`src/rtl/ema_pkg.sv`:
```
// ----------------------------------------------------------------------------
// ema_pkg
// Shared types, register codes and helper functions for the multi-width
// exponential moving average filter.
// ----------------------------------------------------------------------------
`default_nettype none

package ema_pkg;

  localparam int unsigned DATA_W  = 32;
  localparam int unsigned OUT_W   = 33;
  localparam int unsigned GAIN_W  = 16;
  localparam int unsigned SHIFT_W = 6;
  localparam int unsigned ADDR_W  = 4;

  typedef logic signed [DATA_W-1:0] sample_t;
  typedef logic signed [OUT_W-1:0]  filtered_t;

  // Data width and signedness of the running average
  typedef enum logic [1:0] {
    MODE_U16 = 2'd0,
    MODE_S16 = 2'd1,
    MODE_U32 = 2'd2,
    MODE_S32 = 2'd3
  } mode_t;

  // Register indexes (word address bits [3:2])
  typedef enum logic [1:0] {
    REG_MODE  = 2'd0,
    REG_GAIN  = 2'd1,
    REG_SHIFT = 2'd2,
    REG_INIT  = 2'd3
  } reg_idx_t;

  localparam mode_t              RST_MODE  = MODE_S32;
  localparam logic [GAIN_W-1:0]  RST_GAIN  = 16'd1;
  localparam logic [SHIFT_W-1:0] RST_SHIFT = 6'd4;
  localparam logic [DATA_W-1:0]  RST_INIT  = 32'd0;

  // Current register contents
  typedef struct packed {
    mode_t              mode;
    logic [GAIN_W-1:0]  gain;
    logic [SHIFT_W-1:0] shift;
    logic [DATA_W-1:0]  init;
  } cfg_t;

  // Reload request raised on every register write
  typedef struct packed {
    logic              load;
    logic [DATA_W-1:0] value;
  } reload_t;

  // Keep only the bits that count in the given mode
  function automatic logic [DATA_W-1:0] trunc_mode(mode_t m, logic [DATA_W-1:0] v);
    logic [DATA_W-1:0] r;
    r = m[1] ? v : {16'd0, v[15:0]};
    return r;
  endfunction

  // Read v in the mode's width and signedness, widened to 33 bits
  function automatic logic signed [OUT_W-1:0] as_mode(mode_t m, logic [DATA_W-1:0] v);
    logic top_bit;
    logic [OUT_W-1:0] r;
    top_bit = m[0] & (m[1] ? v[31] : v[15]);
    r = m[1] ? {top_bit, v} : {{17{top_bit}}, v[15:0]};
    return $signed(r);
  endfunction

endpackage

`default_nettype wire

```
`src/rtl/ema_chan_if.sv`:
```
// ----------------------------------------------------------------------------
// ema_chan_if
// Valid/ready channels for input samples and filtered results.
// ----------------------------------------------------------------------------
`default_nettype none

interface ema_in_if;
  logic             valid;
  logic             ready;
  ema_pkg::sample_t sample;

  modport source (output valid, output sample, input ready);
  modport sink   (input valid, input sample, output ready);
endinterface

interface ema_out_if;
  logic               valid;
  logic               ready;
  ema_pkg::filtered_t filtered;

  modport source (output valid, output filtered, input ready);
  modport sink   (input valid, input filtered, output ready);
endinterface

`default_nettype wire

```
`src/rtl/ema_filter_multi_width.sv`:
```
// ----------------------------------------------------------------------------
// ema_filter_multi_width
// Exponential moving average filter, 16/32-bit, signed or unsigned.
// ----------------------------------------------------------------------------
// Takes one sample per clock while the output is not stalled and gives one
// filtered word per sample, passed from the input register through the
// result register. The rate is set by the update loop through the average
// register: subtract, a 34 x 17 multiply, a barrel shift and a 32-bit add.
// An input register and a result register decouple the two channels, so a
// sample is taken while a result still waits. Any register write reloads the
// average from the initial value; there is no clearing pass after reset.
// ----------------------------------------------------------------------------
`default_nettype none

module ema_filter_multi_width (
  input  wire logic                        clk,
  input  wire logic                        rst_n,
  ema_in_if.sink                           in_ch,
  ema_out_if.source                        out_ch,
  input  wire logic                        psel,
  input  wire logic                        penable,
  input  wire logic                        pwrite,
  input  wire logic [ema_pkg::ADDR_W-1:0]  paddr,
  input  wire logic [31:0]                 pwdata,
  output logic [31:0]                      prdata,
  output logic                             pready
);

  ema_pkg::cfg_t       cfg;
  ema_pkg::reload_t    reload;

  logic                              s1_valid_r;
  logic                              s1_valid_nxt;
  logic [ema_pkg::DATA_W-1:0]        s1_sample_r;
  logic                              out_valid_r;
  logic                              out_valid_nxt;
  ema_pkg::filtered_t                out_filtered_r;
  logic [ema_pkg::DATA_W-1:0]        avg_r;
  logic [ema_pkg::DATA_W-1:0]        avg_nxt;
  logic [ema_pkg::DATA_W-1:0]        upd_avg;
  ema_pkg::filtered_t                upd_filtered;
  logic                              s1_adv;
  logic                              in_acc;

  ema_cfg u_cfg (
    .clk     (clk),
    .rst_n   (rst_n),
    .psel    (psel),
    .penable (penable),
    .pwrite  (pwrite),
    .paddr   (paddr),
    .pwdata  (pwdata),
    .prdata  (prdata),
    .pready  (pready),
    .cfg     (cfg),
    .reload  (reload)
  );

  ema_upd u_upd (
    .mode     (cfg.mode),
    .gain     (cfg.gain),
    .shift    (cfg.shift),
    .sample   (s1_sample_r),
    .avg      (avg_r),
    .avg_nxt  (upd_avg),
    .filtered (upd_filtered)
  );

  // Handshake: stage moves on when the result register is free or draining
  assign s1_adv      = s1_valid_r & (~out_valid_r | out_ch.ready);
  assign in_ch.ready = ~s1_valid_r | s1_adv;
  assign in_acc      = in_ch.valid & in_ch.ready;

  always_comb begin
    s1_valid_nxt  = in_acc | (s1_valid_r & ~s1_adv);
    out_valid_nxt = s1_adv | (out_valid_r & ~out_ch.ready);
  end

  // Running average: register write reloads, otherwise each update lands
  always_comb begin
    priority if (reload.load) begin
      avg_nxt = reload.value;
    end else if (s1_adv) begin
      avg_nxt = upd_avg;
    end else begin
      avg_nxt = avg_r;
    end
  end

  always_ff @(posedge clk) begin
    if (!rst_n) begin
      s1_valid_r  <= 1'b0;
      out_valid_r <= 1'b0;
      avg_r       <= '0;
    end else begin
      s1_valid_r  <= s1_valid_nxt;
      out_valid_r <= out_valid_nxt;
      avg_r       <= avg_nxt;
    end
  end

  // Payload registers
  always_ff @(posedge clk) begin
    if (in_acc) begin
      s1_sample_r <= in_ch.sample;
    end
    if (s1_adv) begin
      out_filtered_r <= upd_filtered;
    end
  end

  assign out_ch.valid    = out_valid_r;
  assign out_ch.filtered = out_filtered_r;

  // Assertions
  a_adv_fills_out: assert property (
    @(posedge clk) disable iff (!rst_n) s1_adv |=> out_valid_r
  ) else $error("update did not reach the result register");

  a_narrow_upper_zero: assert property (
    @(posedge clk) disable iff (!rst_n) !cfg.mode[1] |-> (avg_r[31:16] == 16'd0)
  ) else $error("upper average bits set in a 16-bit mode");

  a_reload_value: assert property (
    @(posedge clk) disable iff (!rst_n)
      (rst_n && reload.load) |=> (avg_r == $past(reload.value))
  ) else $error("average not reloaded after register write");

  a_free_when_empty: assert property (
    @(posedge clk) disable iff (!rst_n) !out_valid_r |-> in_ch.ready
  ) else $error("input stalled with an empty result register");

endmodule

`default_nettype wire

```
`src/rtl/ema_cfg.sv`:
```
// ----------------------------------------------------------------------------
// ema_cfg
// APB register file: mode, gain, shift and initial value. Every write also
// requests a reload of the running average from the initial value.
// ----------------------------------------------------------------------------
`default_nettype none

module ema_cfg (
  input  wire logic                        clk,
  input  wire logic                        rst_n,
  input  wire logic                        psel,
  input  wire logic                        penable,
  input  wire logic                        pwrite,
  input  wire logic [ema_pkg::ADDR_W-1:0]  paddr,
  input  wire logic [31:0]                 pwdata,
  output logic [31:0]                      prdata,
  output logic                             pready,
  output ema_pkg::cfg_t                    cfg,
  output ema_pkg::reload_t                 reload
);

  ema_pkg::cfg_t     cfg_r;
  ema_pkg::cfg_t     cfg_nxt;
  ema_pkg::reg_idx_t idx;
  logic              wr;

  assign pready = 1'b1;
  assign idx    = ema_pkg::reg_idx_t'(paddr[3:2]);
  assign wr     = psel & penable & pwrite;

  // Next register values
  always_comb begin
    cfg_nxt = cfg_r;
    if (wr) begin
      unique case (idx)
        ema_pkg::REG_MODE:  cfg_nxt.mode  = ema_pkg::mode_t'(pwdata[1:0]);
        ema_pkg::REG_GAIN:  cfg_nxt.gain  = pwdata[ema_pkg::GAIN_W-1:0];
        ema_pkg::REG_SHIFT: cfg_nxt.shift = pwdata[ema_pkg::SHIFT_W-1:0];
        ema_pkg::REG_INIT:  cfg_nxt.init  = pwdata;
      endcase
    end
  end

  always_ff @(posedge clk) begin
    if (!rst_n) begin
      cfg_r.mode  <= ema_pkg::RST_MODE;
      cfg_r.gain  <= ema_pkg::RST_GAIN;
      cfg_r.shift <= ema_pkg::RST_SHIFT;
      cfg_r.init  <= ema_pkg::RST_INIT;
    end else begin
      cfg_r <= cfg_nxt;
    end
  end

  // Reload uses the values as they stand after this write
  assign reload.load  = wr;
  assign reload.value = ema_pkg::trunc_mode(cfg_nxt.mode, cfg_nxt.init);
  assign cfg          = cfg_r;

  // Read-back
  always_comb begin
    unique case (idx)
      ema_pkg::REG_MODE:  prdata = {30'd0, cfg_r.mode};
      ema_pkg::REG_GAIN:  prdata = {16'd0, cfg_r.gain};
      ema_pkg::REG_SHIFT: prdata = {26'd0, cfg_r.shift};
      ema_pkg::REG_INIT:  prdata = cfg_r.init;
    endcase
  end

endmodule

`default_nettype wire

```
`src/rtl/ema_upd.sv`:
```
// ----------------------------------------------------------------------------
// ema_upd
// One average update: error in mode width, scale by gain, arithmetic shift,
// wrapping add back into the average.
// ----------------------------------------------------------------------------
`default_nettype none

module ema_upd (
  input  wire ema_pkg::mode_t                      mode,
  input  wire logic [ema_pkg::GAIN_W-1:0]          gain,
  input  wire logic [ema_pkg::SHIFT_W-1:0]         shift,
  input  wire logic [ema_pkg::DATA_W-1:0]          sample,
  input  wire logic [ema_pkg::DATA_W-1:0]          avg,
  output logic [ema_pkg::DATA_W-1:0]               avg_nxt,
  output ema_pkg::filtered_t                       filtered
);

  logic signed [32:0] smp_v;
  logic signed [32:0] avg_v;
  logic signed [33:0] err;
  logic signed [50:0] prod;
  logic signed [50:0] scaled;
  logic        [31:0] sum;

  always_comb begin
    smp_v  = ema_pkg::as_mode(mode, sample);
    avg_v  = ema_pkg::as_mode(mode, avg);
    // 34 bits hold the full difference of two 33-bit values
    err    = $signed({smp_v[32], smp_v}) - $signed({avg_v[32], avg_v});
    // both operands sign-extended to the product width
    prod   = 51'(err) * 51'($signed({1'b0, gain}));
    // floor shift on the exact product
    scaled = prod >>> shift;
    sum    = avg + scaled[31:0];
    avg_nxt  = ema_pkg::trunc_mode(mode, sum);
    filtered = ema_pkg::as_mode(mode, avg_nxt);
  end

endmodule

`default_nettype wire
```
`src/flat_wrapper.sv`:
```
// flat-port wrapper written by rule: the top's interface ports become plain ports
module ema_filter_multi_width_flat 
  (clk, rst_n, psel, penable, pwrite, paddr, pwdata, prdata, pready, in_ch_valid, in_ch_sample, in_ch_ready, out_ch_valid, out_ch_filtered, out_ch_ready);
  ema_in_if in_ch_i ();
  ema_out_if out_ch_i ();
  input  wire logic clk;
  input  wire logic rst_n;
  input  wire logic psel;
  input  wire logic penable;
  input  wire logic pwrite;
  input  wire logic [ema_pkg::ADDR_W-1:0] paddr;
  input  wire logic [31:0] pwdata;
  output logic [31:0] prdata;
  output logic pready;
  input wire logic [$bits(in_ch_i.valid)-1:0] in_ch_valid;
  input wire logic [$bits(in_ch_i.sample)-1:0] in_ch_sample;
  output wire logic [$bits(in_ch_i.ready)-1:0] in_ch_ready;
  output wire logic [$bits(out_ch_i.valid)-1:0] out_ch_valid;
  output wire logic [$bits(out_ch_i.filtered)-1:0] out_ch_filtered;
  input wire logic [$bits(out_ch_i.ready)-1:0] out_ch_ready;
  assign in_ch_i.valid = in_ch_valid;
  assign in_ch_i.sample = in_ch_sample;
  assign in_ch_ready = in_ch_i.ready;
  assign out_ch_valid = out_ch_i.valid;
  assign out_ch_filtered = out_ch_i.filtered;
  assign out_ch_i.ready = out_ch_ready;
  ema_filter_multi_width u_core (.clk(clk), .rst_n(rst_n), .in_ch(in_ch_i), .out_ch(out_ch_i), .psel(psel), .penable(penable), .pwrite(pwrite), .paddr(paddr), .pwdata(pwdata), .prdata(prdata), .pready(pready));
endmodule
```
`config.mk`:
```
export PLATFORM = sky130hd
export DESIGN_NAME = ema_filter_multi_width_flat
export DESIGN_NICKNAME = d
export VERILOG_FILES = /design/src/rtl/ema_pkg.sv /design/src/rtl/ema_chan_if.sv /design/src/rtl/ema_filter_multi_width.sv /design/src/rtl/ema_cfg.sv /design/src/rtl/ema_upd.sv /design/src/flat_wrapper.sv
export SDC_FILE = /design/constraint.sdc
export NUM_CORES = 2
export LEC_CHECK = 0
export BUFFER_PORTS_ARGS = -buffer_cell sky130_fd_sc_hd__buf_2
export CAP_MARGIN = 30
export CELL_PAD_IN_SITES_DETAIL_PLACEMENT = 0
export CELL_PAD_IN_SITES_GLOBAL_PLACEMENT = 1
export CORE_MARGIN = 3
export CORE_UTILIZATION = 30
export DETAILED_ROUTE_END_ITERATION = 8
export GPL_TIMING_DRIVEN = 0
export PLACE_DENSITY_LB_ADDON = 0.1
export SYNTH_ARGS = -nofsm -noshare
export SYNTH_HDL_FRONTEND = slang
export SYNTH_SLANG_ARGS = --single-unit
```
`constraint.sdc`:
```
create_clock -name clk -period 13.2 [get_ports clk]
set_clock_uncertainty 0.15 [all_clocks]
set_input_delay 0.66 -clock clk [delete_from_list [all_inputs] [get_ports clk]]
set_output_delay 0.66 -clock clk [all_outputs]
set_load 0.03 [all_outputs]
```
==> impl_results.md <==
* Arrival time worst endpoint at ~13 ns
* Starting Density at 0.304
* F_max at around 0.077 GHz
* Worst setup margin at roughly 0.15 ns
* Worst VDD drop at between 0.1 and 0.15 mV
* Area grow syn2layout at 21.0%
* Critical path launch point: u_core.u_cfg.cfg[55]
* CTS max path bufs at 2
* Placement Setup Slack at -4.31 ns
* Switch share at 0.580
* Seq/Total Area, Yosys at 0.113
* GPL Wtd Cong at around 0.91
* Worst Setup End Kind: flip-flop
* Worst r2r src: u_core.u_cfg.cfg[55]
* Post-route ant nets at 0
* Vias in the first global route at about 31000
* Crit Path Class: reg -> reg
* TritonCTS Sinks at around 160
* CP endpoint: u_core.avg_r[31]
* Nets at around 5000
* R2R depth at 49
* Max_slew headroom at 0.274
* Avg Inst Size Synth at between 8 and 9 um2
* Count of different cell masters after synthesis at 95
* H-Tree Depth at 4
* DRC Markers at 0
* Tightest Pin Transition at approximately 1.1 ns
* Int Pwr at 3.54 mW
* Syn nets at ~4700
* Port-buffer cells at 138
* Routed Wire Length at approximately 160000 um
* EDFF count, synth at 65
* # fillers at approximately 11000
* Worst path required time at between 10 and 15 ns
* CTS tree: done
* Hold_ws at ~0.24 ns
* Hold Buf Count CTS at 0
* Reg clk slew, reported paths at 0.08 ns
* Die X at 339 um
* Max_cap viols at 0
* Placeable Area at 109000 um2
* Post-DP HPWL at approximately 130000 um
* DR pass1 iterations at 5
* Max-slew violations at 0
* Wire per inst at about 28 um
* PwrDens at 210 nW/um2
* Via count at 30322
* Leakage power at 15.2 nW
* Synthesis Warnings at 0
* Gr usage total at 0.271
* Ranking of synthesized cells by area: fa_1, ha_1, edfxtp_1, inv_1, dfxtp_1
* Final period util at 0.989
* Final setup viols at 0
* Flop2flop setup slack at between 0.1 and 0.15 ns
* Sw power at just under 5 mW
* Hold Fails Final Rpt at 0
* Min-delay worst type: in -> reg
* Slowest cell on the critical path: fa_2
* Synthesized instance count at a little under 4000
* Tot Pwr at approximately 8.4 mW
* Die ar. at about 110000 um2
* Crit start category: flip-flop
* Outcome: finished, final reports clean
* FP Rows at ~120
* CTS Buf Count at 17
* DIE HEIGHT at between 300 and 400 um
* Dominant synthesized flop cell: dfxtp_1
* Largest net degree at the start of global routing at 26
* Most frequent cells in the layout: inv_1, fa_1, nand2_1, and2_1, clkbuf_1
* RSZ-0062 raised after global routing: yes
* Overflow after GRT at 0
* Clk_lat worst skew at between 0.4 and 0.5 ns
* Fin crit period at 13.05 ns
* Crit-path max cell delay at approximately 0.63 ns
* First-pass GRT wire length at between 200000 and 250000 um
* Mapped Area at approximately 33000 um2
* Post-synth ARST share at 0
* Synthesis-stage register bit count at approximately 160
* Commonest non-fill, non-tap cell in the layout: inv_1
* Share of layout cells above drive strength 1 at 0.184
* Top-area cell type share of the netlist area at 0.309
* Initial DRC Count at around 2400
* I/O pin cnt at about 140
* Flop pwr share at 0.087
* Clock network power share at 0.061
* Root Driver: clkbuf_16
* Avg Vias per Cell at 5.34
* Initial antenna violation count at 10
* CP Max Fanout at 10
* Combinational share of power at 0.852
* Yosys top cell by area: fa_1
* Reg2reg end: u_core.avg_r[31]
[critical path, delay by kind of cell (launching register included)]
family	cells	cell delay, ns
fa+ha+maj	9	4.02
simple gates	9	1.61
buf+inv	10	1.53
xor+xnor	3	0.70
flops	1	0.37
compound gates	16	3.80
mux	2	0.74
[power groups by stage]
| stage | combinational [mW] | clock (mW) | sequential (mW) |
|---|---|---|---|
| final | 7.19 | 0.511 | 0.738 |
| after detailed placement | 5.96 | 0 | 0.742 |
| after CTS | 6.55 | 0.517 | 0.736 |
| after floorplan | 3.59 | 0 | 0.810 |
| after global placement | 5.98 | 0 | 0.741 |
| after global routing | 7.66 | 0.535 | 0.743 |
[cell families after synthesis]
| kind of cell | count (synthesis) | synth area share |
|---|---|---|
| compound gates | 714 | 0.143 |
| flops | 155 | 0.113 |
| mux | 154 | 0.0560 |
| fa+ha+maj | 705 | 0.381 |
| xor+xnor | 101 | 0.0268 |
| other cells | 1 | 0.000113 |
| buf+inv | 773 | 0.0878 |
| simple gates | 1270 | 0.192 |
[cell usage after synthesis, types with 12 or more instances]
cell type	n
a211oi_1	35
a21boi_0	33
a21o_1	32
a21oi_1	195
a31oi_1	60
and2_1	262
and3_1	52
buf_1	25
clkbuf_1	227
dfxtp_1	90
edfxtp_1	65
fa_1	514
ha_1	191
inv_1	503
mux2_2	12
mux2i_1	117
mux4_2	24
nand2_1	453
nand2b_1	19
nand3_1	83
nand3b_1	20
nand4_1	42
nand4b_1	13
nor2_1	145
nor2b_1	78
nor3_1	50
nor3b_1	14
nor4_1	15
o211ai_1	48
o21a_1	25
o21ai_0	123
o21bai_1	12
o31ai_1	19
xnor2_1	63
xor2_1	37
[per-layer routing]
| layer | vias up | share of wire | global-route usage | wire length (um) |
|---|---|---|---|---|
| met3 | 227 | 0.049 | 0.0373 | 7770 |
| li1 | 13520 | - | - | - |
| met2 | 959 | 0.47 | 0.449 | 74400 |
| met4 | 4 | 0.037 | 0.0827 | 5910 |
| met5 | - | 0.00012 | 0 | 19 |
| met1 | 15612 | 0.44 | 0.366 | 69600 |
[flip-flops by register name, indices dropped and copies added, names as in the netlist]
register / count
u_core.out_ch.valid: 1
u_core.avg_r: 32
u_core.s1_valid_r: 1
u_core.u_cfg.cfg: 56
u_core.out_ch.filtered: 33
u_core.s1_sample_r: 32
[per-stage QoR]
step	TNS (ns)	utilization	std cells	cell area [um2]
3_5_place_dp	-213.62	0.332	5527	36300
3_3_place_gp	-234.73	0.327	5487	35800
5_1_grt	-1.21	0.368	5670	40200
6_report	0	0.368	5675	40300
2_1_floorplan	0	-	3873	33300
4_1_cts	0	0.354	5610	38800
[what timing repair did]
| action | CTS | global route |
|---|---|---|
| resized for setup | 370 | 251 |
| setup endpoints to repair | 65 | 42 |
| pin swaps | 87 | 164 |
| setup buffers | 61 | 60 |
| cloned | 0 | 1 |
[how the worst min path moves through the flow]
| stage | from | to | slack [ns] | cells past startpoint |
|---|---|---|---|---|
| after floorplan | u_core.s1_valid_r | u_core.out_ch.valid | 0.34 | 1 |
| after global placement | u_core.s1_valid_r | u_core.out_ch.valid | 0.37 | 1 |
| after detailed placement | u_core.s1_valid_r | u_core.out_ch.valid | 0.37 | 1 |
| after CTS | in_ch_sample[5] | u_core.s1_sample_r[5] | 0.21 | 1 |
| after global routing | in_ch_sample[5] | u_core.s1_sample_r[5] | 0.21 | 1 |
| final | in_ch_sample[26] | u_core.s1_sample_r[26] | 0.24 | 1 |
[cell type report]
cell class | instances | area (um2) | share of cell area
Clock inverter | 15 | 166 | 0.00413
Buffer | 252 | 1290 | 0.0320
Tap cell | 1476 | 1850 | 0.0459
Multi-Input combinational cell | 2945 | 28700 | 0.712
Sequential cell | 155 | 3780 | 0.0938
Antenna cell | 5 | 12.5 | 0.000311
Clock buffer | 17 | 425 | 0.0106
Inverter | 508 | 1910 | 0.0475
Timing Repair Buffer | 302 | 2160 | 0.0536
(Power assumes the default switching activity.)
